File: src/rtl/dlf_pkg.sv
// shared types, constants and tables for the dense layer forward block
package dlf_pkg;

  typedef enum logic [1:0] {
    OP_WEIGHT  = 2'd0,
    OP_BIAS    = 2'd1,
    OP_FEATURE = 2'd2,
    OP_NONE    = 2'd3
  } op_e;

  typedef enum logic [1:0] {
    ACT_LINEAR  = 2'd0,
    ACT_SIGMOID = 2'd1,
    ACT_RELU    = 2'd2,
    ACT_LEAKY   = 2'd3
  } act_e;

  typedef enum logic [2:0] {
    REG_ACT_MODE  = 3'd0,
    REG_SQ_EN     = 3'd1,
    REG_SQ_INV    = 3'd2,
    REG_SQ_SCALE  = 3'd3,
    REG_IN_COUNT  = 3'd4,
    REG_OUT_COUNT = 3'd5
  } reg_e;

  typedef enum logic [3:0] {
    ST_IDLE,
    ST_MAC_RD,
    ST_MAC_EX,
    ST_EMIT_RD,
    ST_EMIT_Z,
    ST_EMIT_ACT,
    ST_EMIT_SQ1,
    ST_EMIT_SQ2,
    ST_EMIT_SQ3,
    ST_EMIT_OUT
  } state_e;

  localparam int unsigned ACC_BITS  = 40;
  localparam int unsigned FRAC_BITS = 12;
  localparam logic [15:0] INV_DEFAULT   = 16'd6554;
  localparam logic [15:0] SCALE_DEFAULT = 16'd2560;
  localparam logic [9:0]  LEAKY_SLOPE   = 10'd655;

  // controller commands to the datapath
  typedef struct packed {
    logic mac_rd;     // read weight for current column
    logic mac_ex;     // multiply-accumulate current column
    logic emit_rd;    // read accumulator and bias
    logic emit_z;     // form z
    logic emit_act;   // plain activation / squash first step
    logic sq1;
    logic sq2;
    logic sq3;
    logic emit_out;   // present result
    logic col_clr;
    logic col_inc;
    logic acc_clr;
  } dp_cmd_t;

  function automatic logic [11:0] sig_tab(input logic [4:0] i);
    logic [11:0] r;
    case (i)
      5'd0: r = 12'd2048;  5'd1: r = 12'd2550;  5'd2: r = 12'd2994;
      5'd3: r = 12'd3349;  5'd4: r = 12'd3608;  5'd5: r = 12'd3785;
      5'd6: r = 12'd3902;  5'd7: r = 12'd3976;  5'd8: r = 12'd4022;
      5'd9: r = 12'd4051;  5'd10: r = 12'd4069; 5'd11: r = 12'd4079;
      5'd12: r = 12'd4086; 5'd13: r = 12'd4090; 5'd14: r = 12'd4092;
      5'd15: r = 12'd4094; default: r = 12'd4095;
    endcase
    return r;
  endfunction

  // sigmoid of a Q4.12 value, result 0..4096
  function automatic logic [12:0] sigmoid_q12(input logic signed [15:0] x);
    logic [15:0] a;
    logic [3:0]  idx;
    logic [10:0] frac;
    logic [11:0] y0;
    logic [11:0] y1;
    logic [22:0] prod;
    logic [12:0] y;
    a    = x[15] ? 16'(-{x[15], x}) : 16'(x);
    if (a > 16'd32767) a = 16'd32767;
    idx  = a[14:11];
    frac = a[10:0];
    y0   = sig_tab({1'b0, idx});
    y1   = sig_tab({1'b0, idx} + 5'd1);
    prod = 23'(y1 - y0) * 23'(frac) + 23'd1024;
    y    = 13'(y0) + 13'(prod[22:11]);
    return x[15] ? 13'd4096 - y : y;
  endfunction

endpackage

File: src/rtl/dlf_ctrl.sv
// controller state machine for the dense layer forward block
module dlf_ctrl (
  input  logic            clk_i,
  input  logic            rst_ni,
  input  logic            start_i,
  input  dlf_pkg::op_e    op_i,
  input  logic            row_ok_i,
  input  logic            row_last_i,
  input  logic            col_last_i,
  input  logic            squash_i,
  output logic            busy_o,
  output dlf_pkg::dp_cmd_t cmd_o
);
  import dlf_pkg::*;

  state_e state_q, state_d;
  logic   emit_q, emit_d;

  always_ff @(posedge clk_i or negedge rst_ni) begin
    if (!rst_ni) begin
      state_q <= ST_IDLE;
      emit_q  <= 1'b0;
    end else begin
      state_q <= state_d;
      emit_q  <= emit_d;
    end
  end

  always_comb begin
    state_d = state_q;
    emit_d  = emit_q;
    unique case (state_q)
      ST_IDLE: begin
        if (start_i && op_i == OP_FEATURE && row_ok_i) begin
          state_d = ST_MAC_RD;
          emit_d  = row_last_i;
        end
      end
      ST_MAC_RD: state_d = ST_MAC_EX;
      ST_MAC_EX: begin
        if (!col_last_i) state_d = ST_MAC_RD;
        else if (emit_q) state_d = ST_EMIT_RD;
        else state_d = ST_IDLE;
      end
      ST_EMIT_RD:  state_d = ST_EMIT_Z;
      ST_EMIT_Z:   state_d = ST_EMIT_ACT;
      ST_EMIT_ACT: state_d = squash_i ? ST_EMIT_SQ1 : ST_EMIT_OUT;
      ST_EMIT_SQ1: state_d = ST_EMIT_SQ2;
      ST_EMIT_SQ2: state_d = ST_EMIT_SQ3;
      ST_EMIT_SQ3: state_d = ST_EMIT_OUT;
      ST_EMIT_OUT: state_d = col_last_i ? ST_IDLE : ST_EMIT_RD;
      default:     state_d = ST_IDLE;
    endcase
  end

  always_comb begin
    cmd_o  = '0;
    busy_o = (state_q != ST_IDLE);
    unique case (state_q)
      ST_IDLE:     cmd_o.col_clr = 1'b1;
      ST_MAC_RD:   cmd_o.mac_rd = 1'b1;
      ST_MAC_EX: begin
        cmd_o.mac_ex = 1'b1;
        if (col_last_i) cmd_o.col_clr = 1'b1;
        else cmd_o.col_inc = 1'b1;
      end
      ST_EMIT_RD:  cmd_o.emit_rd = 1'b1;
      ST_EMIT_Z:   cmd_o.emit_z = 1'b1;
      ST_EMIT_ACT: cmd_o.emit_act = 1'b1;
      ST_EMIT_SQ1: cmd_o.sq1 = 1'b1;
      ST_EMIT_SQ2: cmd_o.sq2 = 1'b1;
      ST_EMIT_SQ3: cmd_o.sq3 = 1'b1;
      ST_EMIT_OUT: begin
        cmd_o.emit_out = 1'b1;
        if (col_last_i) begin
          cmd_o.col_clr = 1'b1;
          cmd_o.acc_clr = 1'b1;
        end else cmd_o.col_inc = 1'b1;
      end
      default: ;
    endcase
  end
endmodule

File: config.mk
export PLATFORM = sky130hd
export DESIGN_NAME = dlf_ctrl
export DESIGN_NICKNAME = d
export VERILOG_FILES = /design/src/rtl/dlf_pkg.sv /design/src/rtl/dlf_ctrl.sv
export SDC_FILE = /design/constraint.sdc
export NUM_CORES = 1
export LEC_CHECK = 0
export ABC_AREA = 1
export BUFFER_PORTS_ARGS = -buffer_cell sky130_fd_sc_hd__buf_2
export CELL_PAD_IN_SITES_DETAIL_PLACEMENT = 0
export CELL_PAD_IN_SITES_GLOBAL_PLACEMENT = 1
export CORE_UTILIZATION = 29
export DETAILED_ROUTE_END_ITERATION = 12
export PLACE_DENSITY = 0.89
export SYNTH_ARGS = -nofsm -noshare
export SYNTH_HDL_FRONTEND = slang
export SYNTH_SLANG_ARGS = --single-unit
export TNS_END_PERCENT = 10
File: constraint.sdc
create_clock -name clk_i -period 2.3 [get_ports clk_i]
set_input_delay 0.115 -clock clk_i [delete_from_list [all_inputs] [get_ports clk_i]]
set_output_delay 0.115 -clock clk_i [all_outputs]
set_load 0.02 [all_outputs]
# After elaboration in Yosys (flattened, before gate mapping)
# Index checks and enable logic that the tools add are counted.
# Widths: inputs -> output; s select.
# word_totals
regBits,5
output_inout_bits,13
word_cells,39
# op_classes
eq_ne,11
n_mux,20
reduce_logical,6
# ops
cell,n
$pmux 4 s10,1
$eq 4x3->1 const B,4
$mux 1,13
$eq 4x2->1 const B,2
$eq 4x4->1 const B,2
$mux 4,2
$mux 2,3
$eq 4x1->1 const B,1
$logic_not 4->1,1
$reduce_bool 4->1,1
$eq 2x2->1 const B,1
$logic_and 1x1->1,2
$ne 2x2->1 const B,1
$pmux 1 s2,1
$reduce_and 2->1,1
$reduce_or 2->1,1

# Longest topological paths before layout
# depth
depth_word,5
ltp_mapped,6

# Worst setup path before layout
# No wires, ideal clock.
# synth_timing
path_kind,flip-flop to output port
startpoint,register state_q[1]
endpoint,output cmd_o[2] (netlist name)
arrival_ns,1.357
required_ns,2.185
setup_slack_ns,0.828
path_stages_with_launch,6
n_path_buf,0
cell_sequence,dfrtp_1 > inv_2 > nand2_2 > nor3_2 > nor2_1 > o21ai_1
# synth_rtl
item,line,text
start: declaration,dlf_ctrl.sv:16,"state_e state_q, state_d;"
start signal: assignment,dlf_ctrl.sv:24,state_q <= state_d;
end: declaration,dlf_ctrl.sv:12,output dlf_pkg::dp_cmd_t cmd_o

==> out/results.tsv <==
metric	value	unit
outcome	complete, no violations	
Netlist cell types	18	
post-route ant nets	0	
main combinational cell family by area after synthesis	simple AND/OR/NAND/NOR gates	
Yosys reg bits	5	
diode count	0	
Seq/Total Area, Yosys	31.0	%
Reg2Reg Capture Point	state_q[0]	
final instance area	564	um^2
Critical Path Start	state_q[2]	
crit path to	cmd_o[2]	
leak pwr	0.000315	uW
syn_area_per_cell	7.09	um^2
Die Ht	39.3	um
Worst-path clk slew	40	ps
post-synth top area cell	dfrtp_1	
Initial Util	31.1	%
top post-synthesis cells by area	dfrtp_1, nor2_4, nor2_1	
unrepaired setup endpoints after global routing	no	
largest net degree at the start of global routing	7	
port bufs	21	
vias	458	
sw frac	53.9	%
endpoints failing setup	0	
GP Congestion	0.811	
Net Switching	388	uW
layout cells sized above 1	48.2	%
r2r setup slk	1110	ps
Synth Area in Adders	0	%
FF-to-FF Start	state_q[1]	
xor-xnor portion of the synthesized cell area	0	%
CTS buffer count	3	
overflow left after global routing	0	
Starting DRT DRC Count	6	
WL final	993	um
DRT Pass-1 Iters	2	
Max Slew Vio Count	0	
number of global-route vias before repair	434	
nature of the critical path endpoint	output pin	
die width	39.3	um
number of H-tree levels	1	
r2r worst-path depth	5	
WL/cell	10.1	um
TritonCTS Sinks	5	
first-pass GRT wire length	1730	um
clock latency on the worst-skew pair	230	ps
residual DRC count	0	
Seq pwr share	24.9	%
num ports	22	
Least-Margin Pin Slew	320	ps
Slew headroom	78.6	%
final net count	93	
worst-path fanout max	6	
Gate Count Post-Synth	57	
Synth top area share	31.0	%
P per Cell Area	1280	mW/mm^2
setup TNS	0	ps
Warnings, synthesis	0	
mux cell area share after synthesis	0	%
compound-cell area share of the yosys netlist	8.67	%
Hold Fails Final Rpt	0	
worst hold path depth	3	
CP required	2180	ps
simple-gate share of the synthesized area	51.1	%
max cap viols	0	
maximum vdd drop	0.446	mV
type of the most critical hold path	in -> reg	
Die ar.	0.00155	mm^2
syn_nets	66	
initial antenna violation count	0	
Placed Area	528	um^2
Tmin final	1570	ps
vias per cell	4.67	
fin crit share	68.2	%
Cell Area, Synth	404	um^2
Comb pwr share	61.5	%
area grow syn2layout	39.6	%
arrival time worst endpoint	1450	ps
clock share of power	13.6	%
fin util	43.4	%
GRT Total Usage	16.8	%
Root Buffer	clkbuf_4	
core box area	0.00130	mm^2
TritonCTS clock tree	done	
Setup CP Type	reg -> out	
Startpoint Class	flop	
HPWL Detailed	867	um
Int Pwr	333	uW
postcts setup bufs	0	
Core Rows	13	
Longest Clk Path Bufs	2	
worst clock skew	0.638	ps
highest clock rate	638	MHz
-- critical path, cell delays in order (launching register included) --
cell and delay (ps):
dfrtp_1 460, nor2_2 200, nand2_2 100, nor2_4 120
nor2_1 70, o21ai_1 110, buf_2 170
-- worst min path at each step --
| stage | start | end | slack [ps] |
|---|---|---|---|
| after floorplan | rst_ni | emit_q | -180 |
| after global placement | rst_ni | emit_q | -60 |
| after detailed placement | rst_ni | emit_q | -60 |
| after CTS | row_last_i | emit_q | 120 |
| after global routing | row_last_i | emit_q | 130 |
| final | row_last_i | emit_q | 120 |
-- through the flow --
step | hold slack (ps) | power [uW] | cells | setup WS, ps
3_5_place_dp | -64.3 | 628 | 93 | 966
3_3_place_gp | -61.0 | 621 | 93 | 972
6_report | 119 | 721 | 98 | 732
4_1_cts | 120 | 730 | 98 | 708
5_1_grt | 133 | 801 | 98 | 548
2_1_floorplan | -181 | 503 | 57 | 828
-- cell type report --
cell class | instances | area, um^2
sequential | 5 | 125
inverter | 10 | 37.5
timing repair buffer | 22 | 115
clock buffer | 4 | 26.3
fill | 160 | 737
multi-input combinational | 42 | 241
tap | 15 | 18.8
-- sequential cells by signal, indices dropped and copies added, names as in the netlist --
name	count
emit_q	1
state_q	4
-- cells by family (layout without fill, tap and decap cells) --
kind of cell / Yosys count / count (layout)
buffers and inverters: 10 / 36
DFF: 5 / 5
AOI/OAI and AO/OA: 7 / 7
and+or+nand+nor: 35 / 35
-- cell usage in the layout (no fill, tap or decap), drive strengths merged --
| cell type | count |
|---|---|
| inv | 10 |
| o21ai | 4 |
| clkbuf | 4 |
| nand3b | 2 |
| nor3b | 1 |
| dfrtp | 5 |
| nor2 | 14 |
| nand4 | 1 |
| a21oi | 3 |
| nor3 | 3 |
| nand3 | 4 |
| nand2 | 9 |
| dlygate4sd3 | 1 |
| buf | 21 |
| nor4 | 1 |
-- metal layers --
layer	vias up	track usage, %	part of all wire [%]
met5	-	0	0
met4	0	7.76	0
met3	0	1.70	4.3
met2	9	30.8	50
met1	211	19.3	46
li1	238	-	-
-- power by group through the flow --
stage	sequential, uW	clock, uW	combinational [uW]
6_report	180	97.8	443
5_1_grt	189	109	503
4_1_cts	181	101	448
3_5_place_dp	182	0	446
3_3_place_gp	179	0	442
2_1_floorplan	173	0	330
-- timing repair --
action                     4_1_cts  5_1_grt
setup endpoints to repair        0        0
resized for setup                0        0
hold buffers                     1        0
hold endpoints to repair         5        0
-- Yosys cell counts, drive strengths merged --
library cell,n
dfrtp,5
nor2,14
inv,10
nand3,4
nor4,1
nand2,9
nand3b,2
nand4,1
o21ai,4
nor3,3
nor3b,1
a21oi,3
Power figures use the tool's default switching activity.
